==> src/hw/rtl/tkst_pkg.sv <==
// ---------------------------------------------------------------------------
// tkst_pkg
// Types, constants and codes shared by the top-K score tracker modules.
// ---------------------------------------------------------------------------
`timescale 1ns / 1ps

package tkst_pkg;

  localparam int CAPACITY = 16;
  localparam int IDX_W    = (CAPACITY > 1) ? $clog2(CAPACITY) : 1;
  localparam int CNT_W    = 9;
  localparam int ID_W     = 31;
  localparam int SCORE_W  = 32;

  localparam logic [SCORE_W-1:0] MOST_NEG = {1'b1, {(SCORE_W-1){1'b0}}};

  // Operation codes.
  localparam logic [1:0] FN_OFFER  = 2'd0;
  localparam logic [1:0] FN_POP    = 2'd1;
  localparam logic [1:0] FN_DELETE = 2'd2;

  // Result status codes.
  localparam logic [2:0] ST_INSERTED  = 3'd0;
  localparam logic [2:0] ST_BELOW     = 3'd1;
  localparam logic [2:0] ST_DUPLICATE = 3'd2;
  localparam logic [2:0] ST_POPPED    = 3'd3;
  localparam logic [2:0] ST_EMPTY     = 3'd4;
  localparam logic [2:0] ST_DELETED   = 3'd5;
  localparam logic [2:0] ST_NOTFOUND  = 3'd6;

  typedef struct packed {
    logic [1:0]                func;
    logic [ID_W-1:0]           id;
    logic signed [SCORE_W-1:0] score;
  } in_item_t;

  typedef struct packed {
    logic [2:0]                status;
    logic [ID_W-1:0]           out_id;
    logic signed [SCORE_W-1:0] out_score;
    logic [CNT_W-1:0]          count;
  } out_item_t;

  // Commands from the controller to the datapath.
  typedef struct packed {
    logic             load;
    logic             step;
    logic             finish;
    logic [IDX_W-1:0] idx;
  } dp_cmd_t;

endpackage

==> src/hw/rtl/top_k_score_tracker.sv <==
// ---------------------------------------------------------------------------
// top_k_score_tracker
// Holds the best (id, score) pairs of a stream and serves offer, pop, delete.
// ---------------------------------------------------------------------------
// Every command is first taken in with the transfer. Then the single compare
// unit walks the table slot by slot for the minimum, maximum or id match, and
// then the update is made. The result appears with out_valid high for exactly
// one cycle, in the first cycle that busy is low again, and must be captured
// then because the block cannot be stalled. A new start may be given in that
// same cycle.
`timescale 1ns / 1ps

module top_k_score_tracker (
  input  logic                clk,
  input  logic                rst_n,
  input  logic                start,
  output logic                busy,
  input  tkst_pkg::in_item_t  in_item,
  output logic                out_valid,
  output tkst_pkg::out_item_t out_item
);

  tkst_pkg::dp_cmd_t cmd;

  tkst_ctrl u_ctrl (
    .clk       (clk),
    .rst_n     (rst_n),
    .start     (start),
    .busy      (busy),
    .out_valid (out_valid),
    .cmd       (cmd)
  );

  tkst_dp u_dp (
    .clk      (clk),
    .rst_n    (rst_n),
    .cmd      (cmd),
    .in_item  (in_item),
    .out_item (out_item)
  );

endmodule

==> src/hw/rtl/tkst_ctrl.sv <==
// ---------------------------------------------------------------------------
// tkst_ctrl
// Sequencer: accepts a command, walks the slot index, then requests the update.
// ---------------------------------------------------------------------------
`timescale 1ns / 1ps

module tkst_ctrl (
  input  logic              clk,
  input  logic              rst_n,
  input  logic              start,
  output logic              busy,
  output logic              out_valid,
  output tkst_pkg::dp_cmd_t cmd
);

  localparam logic [1:0] S_IDLE = 2'd0;
  localparam logic [1:0] S_SCAN = 2'd1;
  localparam logic [1:0] S_DONE = 2'd2;

  localparam logic [tkst_pkg::IDX_W-1:0] LAST_IDX =
    tkst_pkg::IDX_W'(tkst_pkg::CAPACITY - 1);

  logic [1:0]                 state_r, state_nxt;
  logic [tkst_pkg::IDX_W-1:0] idx_r, idx_nxt;
  logic                       out_valid_r;

  always_comb begin
    state_nxt = state_r;
    idx_nxt   = idx_r;
    unique case (state_r)
      S_IDLE: begin
        if (start) begin
          state_nxt = S_SCAN;
          idx_nxt   = '0;
        end
      end
      S_SCAN: begin
        if (idx_r == LAST_IDX) begin
          state_nxt = S_DONE;
        end else begin
          idx_nxt = idx_r + 1'b1;
        end
      end
      S_DONE:  state_nxt = S_IDLE;
      default: state_nxt = S_IDLE;
    endcase
  end

  always_ff @(posedge clk) begin
    if (!rst_n) begin
      state_r     <= S_IDLE;
      idx_r       <= '0;
      out_valid_r <= 1'b0;
    end else begin
      state_r     <= state_nxt;
      idx_r       <= idx_nxt;
      out_valid_r <= (state_r == S_DONE);
    end
  end

  assign busy       = (state_r != S_IDLE);
  assign out_valid  = out_valid_r;
  assign cmd.load   = start && (state_r == S_IDLE);
  assign cmd.step   = (state_r == S_SCAN);
  assign cmd.finish = (state_r == S_DONE);
  assign cmd.idx    = idx_r;

endmodule

==> src/hw/rtl/tkst_dp.sv <==
// ---------------------------------------------------------------------------
// tkst_dp
// Slot table, one-slot-per-cycle scan unit and the update/result logic.
// ---------------------------------------------------------------------------
`timescale 1ns / 1ps

module tkst_dp (
  input  logic                clk,
  input  logic                rst_n,
  input  tkst_pkg::dp_cmd_t   cmd,
  input  tkst_pkg::in_item_t  in_item,
  output tkst_pkg::out_item_t out_item
);

  localparam int IW = tkst_pkg::IDX_W;
  localparam int CW = tkst_pkg::CNT_W;
  localparam int SW = tkst_pkg::SCORE_W;

  // Slot table.
  logic [tkst_pkg::CAPACITY-1:0] valid_r;
  logic [tkst_pkg::ID_W-1:0]     id_r    [tkst_pkg::CAPACITY];
  logic [SW-1:0]                 score_r [tkst_pkg::CAPACITY];

  logic [CW-1:0]      count_r, count_nxt;
  logic [IW-1:0]      target_r, target_nxt;
  logic [SW-1:0]      min_r, min_nxt;
  tkst_pkg::in_item_t req_r;

  // Scan accumulators.
  logic                      have_r, have_nxt;
  logic [IW-1:0]             best_idx_r, best_idx_nxt;
  logic [SW-1:0]             best_score_r, best_score_nxt;
  logic [tkst_pkg::ID_W-1:0] best_id_r, best_id_nxt;
  logic                      hit_r, hit_nxt;
  logic [IW-1:0]             hit_idx_r, hit_idx_nxt;
  logic                      free_r, free_nxt;
  logic [IW-1:0]             free_idx_r, free_idx_nxt;

  tkst_pkg::out_item_t out_r, out_nxt;

  logic                      cur_v, is_tgt, eff_v, id_eq;
  logic [tkst_pkg::ID_W-1:0] cur_id;
  logic [SW-1:0]             cur_s, eff_s;
  logic                      full;
  logic                      ins_en, clr_en;
  logic [IW-1:0]             clr_idx;

  assign cur_v  = valid_r[cmd.idx];
  assign cur_id = id_r[cmd.idx];
  assign cur_s  = score_r[cmd.idx];
  // During an offer the target slot is seen as already holding the new pair,
  // so the minimum for the next insertion falls out of the same pass.
  assign is_tgt = (cmd.idx == target_r);
  assign eff_v  = cur_v | is_tgt;
  assign eff_s  = is_tgt ? req_r.score : cur_s;
  assign id_eq  = cur_v && (cur_id == req_r.id);
  assign full   = (count_r >= CW'(tkst_pkg::CAPACITY));

  always_comb begin
    have_nxt       = have_r;
    best_idx_nxt   = best_idx_r;
    best_score_nxt = best_score_r;
    best_id_nxt    = best_id_r;
    hit_nxt        = hit_r;
    hit_idx_nxt    = hit_idx_r;
    free_nxt       = free_r;
    free_idx_nxt   = free_idx_r;
    if (cmd.load) begin
      have_nxt = 1'b0;
      hit_nxt  = 1'b0;
      free_nxt = 1'b0;
    end else if (cmd.step) begin
      unique case (req_r.func)
        tkst_pkg::FN_OFFER: begin
          if (id_eq) begin
            hit_nxt = 1'b1;
          end
          if (!eff_v && !free_r) begin
            free_nxt     = 1'b1;
            free_idx_nxt = cmd.idx;
          end
          if (eff_v && (!have_r || ($signed(eff_s) < $signed(best_score_r)))) begin
            have_nxt       = 1'b1;
            best_idx_nxt   = cmd.idx;
            best_score_nxt = eff_s;
          end
        end
        tkst_pkg::FN_POP: begin
          if (cur_v && (!have_r || ($signed(cur_s) > $signed(best_score_r)))) begin
            have_nxt       = 1'b1;
            best_idx_nxt   = cmd.idx;
            best_score_nxt = cur_s;
            best_id_nxt    = cur_id;
          end
        end
        tkst_pkg::FN_DELETE: begin
          if (id_eq && !hit_r) begin
            hit_nxt     = 1'b1;
            hit_idx_nxt = cmd.idx;
          end
        end
        default: begin
        end
      endcase
    end
  end

  always_comb begin
    count_nxt         = count_r;
    target_nxt        = target_r;
    min_nxt           = min_r;
    ins_en            = 1'b0;
    clr_en            = 1'b0;
    clr_idx           = best_idx_r;
    out_nxt           = out_r;
    out_nxt.status    = tkst_pkg::ST_NOTFOUND;
    out_nxt.out_id    = '0;
    out_nxt.out_score = '0;
    if (cmd.finish) begin
      unique case (req_r.func)
        tkst_pkg::FN_OFFER: begin
          if (full && ($signed(req_r.score) <= $signed(min_r))) begin
            out_nxt.status = tkst_pkg::ST_BELOW;
          end else if (hit_r) begin
            out_nxt.status = tkst_pkg::ST_DUPLICATE;
          end else begin
            ins_en = 1'b1;
            if (!valid_r[target_r]) begin
              count_nxt = count_r + 1'b1;
            end
            target_nxt     = free_r ? free_idx_r : best_idx_r;
            min_nxt        = free_r ? tkst_pkg::MOST_NEG : best_score_r;
            out_nxt.status = tkst_pkg::ST_INSERTED;
          end
        end
        tkst_pkg::FN_POP: begin
          if (!have_r) begin
            out_nxt.status = tkst_pkg::ST_EMPTY;
          end else begin
            clr_en            = 1'b1;
            clr_idx           = best_idx_r;
            out_nxt.out_id    = best_id_r;
            out_nxt.out_score = best_score_r;
            out_nxt.status    = tkst_pkg::ST_POPPED;
          end
        end
        tkst_pkg::FN_DELETE: begin
          if (hit_r) begin
            clr_en         = 1'b1;
            clr_idx        = hit_idx_r;
            out_nxt.status = tkst_pkg::ST_DELETED;
          end
        end
        default: begin
        end
      endcase
      // A freed slot becomes the next insertion target.
      if (clr_en) begin
        target_nxt = clr_idx;
        min_nxt    = tkst_pkg::MOST_NEG;
        if (count_r != '0) begin
          count_nxt = count_r - 1'b1;
        end
      end
      out_nxt.count = count_nxt;
    end
  end

  always_ff @(posedge clk) begin
    if (!rst_n) begin
      valid_r  <= '0;
      count_r  <= '0;
      target_r <= '0;
      min_r    <= tkst_pkg::MOST_NEG;
    end else begin
      count_r  <= count_nxt;
      target_r <= target_nxt;
      min_r    <= min_nxt;
      if (ins_en) begin
        valid_r[target_r] <= 1'b1;
      end
      if (clr_en) begin
        valid_r[clr_idx] <= 1'b0;
      end
    end
  end

  always_ff @(posedge clk) begin
    if (cmd.load) begin
      req_r <= in_item;
    end
    if (ins_en) begin
      id_r[target_r]    <= req_r.id;
      score_r[target_r] <= req_r.score;
    end
    have_r       <= have_nxt;
    best_idx_r   <= best_idx_nxt;
    best_score_r <= best_score_nxt;
    best_id_r    <= best_id_nxt;
    hit_r        <= hit_nxt;
    hit_idx_r    <= hit_idx_nxt;
    free_r       <= free_nxt;
    free_idx_r   <= free_idx_nxt;
    out_r        <= out_nxt;
  end

  assign out_item = out_r;

endmodule

==> config.mk <==
export PLATFORM = sky130hd
export DESIGN_NAME = top_k_score_tracker
export DESIGN_NICKNAME = d
export VERILOG_FILES = /design/src/hw/rtl/tkst_pkg.sv /design/src/hw/rtl/top_k_score_tracker.sv /design/src/hw/rtl/tkst_ctrl.sv /design/src/hw/rtl/tkst_dp.sv
export SDC_FILE = /design/constraint.sdc
export NUM_CORES = 1
export LEC_CHECK = 0
export BUFFER_PORTS_ARGS = -buffer_cell sky130_fd_sc_hd__clkbuf_2
export CORE_MARGIN = 4
export CORE_UTILIZATION = 45
export DETAILED_ROUTE_END_ITERATION = 8
export GPL_TIMING_DRIVEN = 0
export PLACE_DENSITY = 0.71
export SLEW_MARGIN = 10
export SYNTH_ARGS = -nofsm -noshare
export SYNTH_HDL_FRONTEND = slang
export SYNTH_SLANG_ARGS = --single-unit
export TNS_END_PERCENT = 10
==> constraint.sdc <==
create_clock -name clk -period 11.9 [get_ports clk]
set_clock_uncertainty 0.2 [all_clocks]
set_input_delay 0.595 -clock clk [delete_from_list [all_inputs] [get_ports clk]]
set_output_delay 0.595 -clock clk [all_outputs]
set_load 0.02 [all_outputs]
==> flow_metrics.tcl <==
set metrics [dict create \
    grt_pass1_wl_um 203000 \
    setup_violations 0 \
    seq_power_share 0.527 \
    fin_crit_ps 7500 \
    cts_htree_levels 4 \
    arrival_ps 7740 \
    rrSetupSlack_ps 4400 \
    finalMaxSlewViolations 0 \
    drv_cap 0 \
    synthTopCellsByArea "edfxtp_1 (66%), mux4_2 (11%), dfxtp_1 (5.4%), mux2i_1 (2.4%), ha_1 (2.4%)" \
    synth_common_cells "edfxtp_1 (1157), mux4_2 (262), dfxtp_1 (141), nand2_1 (136), mux2i_1 (129)" \
    use_met3 0.0446 \
    fmax_mhz 133 \
    dieWidth_um 350 \
    vias 29688 \
    synth_most_common_cell "edfxtp_1" \
    grt_max_degree 44 \
    wl_per_cell_um 27.7 \
    avgSynthCellArea_sq_um 18.2 \
    die_h_um 350 \
    end_kind "flip-flop" \
    clock_sinks 1298 \
    cts_made_buffers 133 \
    row_count 125 \
    synth_top_area_frac 0.659 \
    cts_buffer_depth 3 \
    dp_hpwl_um 94100 \
    fin_crit_sh 0.630 \
    netlist_area_sq_um 52700 \
    clock_latency_ps 750 \
    p_clk_frac 0.430 \
    async_flop_share 0 \
    grt_remaining_overflow 0 \
    die-area_sq_um 123000 \
    seqCellArea_sq_um 37600 \
    antenna_left 0 \
    p_int_w 0.00756 \
    dp_cells 4668 \
    synth-warning-count 0 \
    grt_util_all_layers 0.226 \
    drt-total-wl_um 138000 \
    fin_area_sq_um 61800 \
    yosysUniqueCellTypes 85 \
    cts-resized-gates 0 \
    met2_usage 0.355 \
    drc_errors 0 \
    cp_max_fo 19 \
    cts_root_buf "clkbuf_16" \
    vdd.ir_drop.worst_mv 0.150 \
    drive_gt1_frac 0.252 \
    cts_tree "yes" \
    grt_pass1_vias 29388 \
    status "finished clean" \
    n_fill_cell 8967 \
    multi_input_area_sq_um 14200 \
    combPwrFrac 0.043 \
    busiest_layer "met2" \
    io_pins 145 \
    syn-num-nets 3070 \
    netlist_instances 2900 \
    cts.reportedPaths.clkPinSlew_ps 60 \
    worst_pin_slew_ps 1300 \
    crit_path_start_kind "flip-flop" \
    synth-edff-count 1157 \
    switching_power_w 0.00203 \
    final_net_count 3515 \
    fin_cells 4981 \
    synth-seq-cells 1298 \
    placed_area_sq_um 56800 \
    p_leak_nw 20.5 \
    hold_path.class "primary input to flip-flop" \
    dr.pass1.iters 8 \
    rsz0062_at_grt "false" \
    yosysSeqAreaShare 0.713 \
    synth_ff_type "edfxtp_1" \
    swShare 0.212 \
    path_class "flip-flop to flip-flop" \
    post_cts_buffers 0 \
    drt-initial-drc-count 3696 \
    routed_via_density 5.96 \
    area_delta_synth_final_pct 17.2 \
    start_util 0.454 \
    required_ps 12150 \
    numPortBuffers 144 \
    slew-limit-headroom 0.136 \
    synth_top_area_cell "edfxtp_1" \
    hold_viol 0 \
    met1_usage 0.323 \
    place_congestion 0.896 \
    power_density_nw_per_um2 155 \
    antenna_found_initial 4 \
    core-area_sq_um 116000 \
]
## cell type report
| class | count | area share |
|---|---|---|
| Sequential cell | 1298 | 0.608 |
| Buffer | 136 | 0.0108 |
| Antenna cell | 5 | 0.000202 |
| Clock buffer | 190 | 0.0610 |
| Clock inverter | 52 | 0.00875 |
| Multi-Input combinational cell | 1361 | 0.230 |
| Timing Repair Buffer | 310 | 0.0438 |
| Inverter | 105 | 0.00646 |
| Tap cell | 1524 | 0.0309 |
## power groups by stage
stage / clock, W / sequential, W / combinational (W)
floorplan: 0 / 0.00512 / 0.000260
global placement: 0 / 0.00515 / 0.000381
detailed placement: 0 / 0.00516 / 0.000388
CTS: 0.00418 / 0.00506 / 0.000409
global route: 0.00438 / 0.00506 / 0.000441
finish: 0.00412 / 0.00506 / 0.000410
## state kept, by name (all words and copies together), names as in the netlist, 4 cells and up, named ones only
| register | cells |
|---|---|
| u_dp.count_r | 9 |
| u_dp.target_r | 4 |
| u_dp.min_r | 32 |
| u_dp.score_r | 512 |
| u_dp.best_id_r | 31 |
| u_dp.hit_idx_r | 4 |
| u_dp.out_item | 75 |
| u_dp.valid_r | 16 |
| u_dp.free_idx_r | 4 |
| u_ctrl.idx_r | 4 |
| u_dp.best_idx_r | 4 |
| u_dp.req_r | 65 |
| u_dp.best_score_r | 32 |
| u_dp.id_r | 496 |
## through the flow
step	TNS [ps]	total power, W	hold WS, ps	worst slack, ps	utilization
after detailed placement	0	0.00554	227	4460	0.489
after global placement	-1452370	0.00553	228	-6340	0.476
after floorplan	0	0.00538	220	2180	-
final	0	0.00959	153	4400	0.532
after global routing	0	0.00988	164	4240	0.532
after CTS	0	0.00965	101	4420	0.532
## final timing paths
check | start | to | depth (start not counted)
worst min-delay path | start | u_ctrl.state_r[0] | 3
worst max-delay path | flip-flop | u_dp.best_score_r[29] | 18
worst max register to register | flip-flop | u_dp.best_score_r[29] | 18
worst min register to register | u_dp.best_id_r[12] | u_dp.out_item[53] | 1
## worst max-delay path, cell delays in order (launching register included)
cell       delay (ps)
dfxtp_1           340
buf_6             210
buf_6             250
buf_2             330
buf_2             480
clkbuf_1         1000
mux4_2            440
mux4_2            530
mux2_2            310
ha_1              310
a21o_1            180
a21o_1            170
a2111oi_0         430
o21ai_0           190
a211oi_1          470
o21a_1            200
o211ai_1          130
a31oi_4           700
buf_16            260
## cell families (layout without fill, tap and decap cells)
group / count (synthesis) / after routing / share of synthesized area
compound gates: 291 / 291 / 0.0374
flops: 1298 / 1298 / 0.713
simple gates: 449 / 449 / 0.0438
buf+inv: 241 / 793 / 0.0201
mux: 468 / 468 / 0.153
xor+xnor: 51 / 51 / 0.00847
other cells: 0 / 5 / 0
fa+ha+maj: 102 / 102 / 0.0242
## cells in the final DEF, fill, tap and decap left out, types with 12 or more instances in the layout
| cell | n |
|---|---|
| mux2_2 | 75 |
| clkbuf_16 | 138 |
| and2_1 | 37 |
| edfxtp_1 | 1157 |
| o21ai_0 | 60 |
| ha_1 | 102 |
| xor2_1 | 20 |
| a21oi_1 | 66 |
| nand2_1 | 136 |
| buf_4 | 54 |
| o21a_1 | 12 |
| dfxtp_1 | 141 |
| mux2i_1 | 129 |
| buf_1 | 19 |
| nand2b_1 | 20 |
| buf_2 | 38 |
| nor3_1 | 50 |
| clkinv_1 | 14 |
| clkbuf_8 | 12 |
| xnor2_1 | 31 |
| clkbuf_2 | 145 |
| and3_1 | 14 |
| nand3_1 | 27 |
| clkbuf_1 | 103 |
| dlygate4sd3_1 | 66 |
| nand4_1 | 34 |
| a22oi_1 | 23 |
| inv_1 | 101 |
| a21o_1 | 19 |
| nor2_1 | 61 |
| buf_6 | 24 |
| mux4_2 | 262 |
| buf_12 | 24 |
## metal layers
metal	vias up	wire [um]	part of all wire
met4	0	3980	0.029
met5	-	0	0
met1	15268	56800	0.41
met3	232	12700	0.092
li1	12551	-	-
met2	1637	64700	0.47
## what timing repair did
action                     in CTS  in global routing
hold endpoints to repair       66                  0
hold buffers                   66                  0
setup endpoints to repair       0                  0
Note: power is estimated with default switching activity, not from simulation.
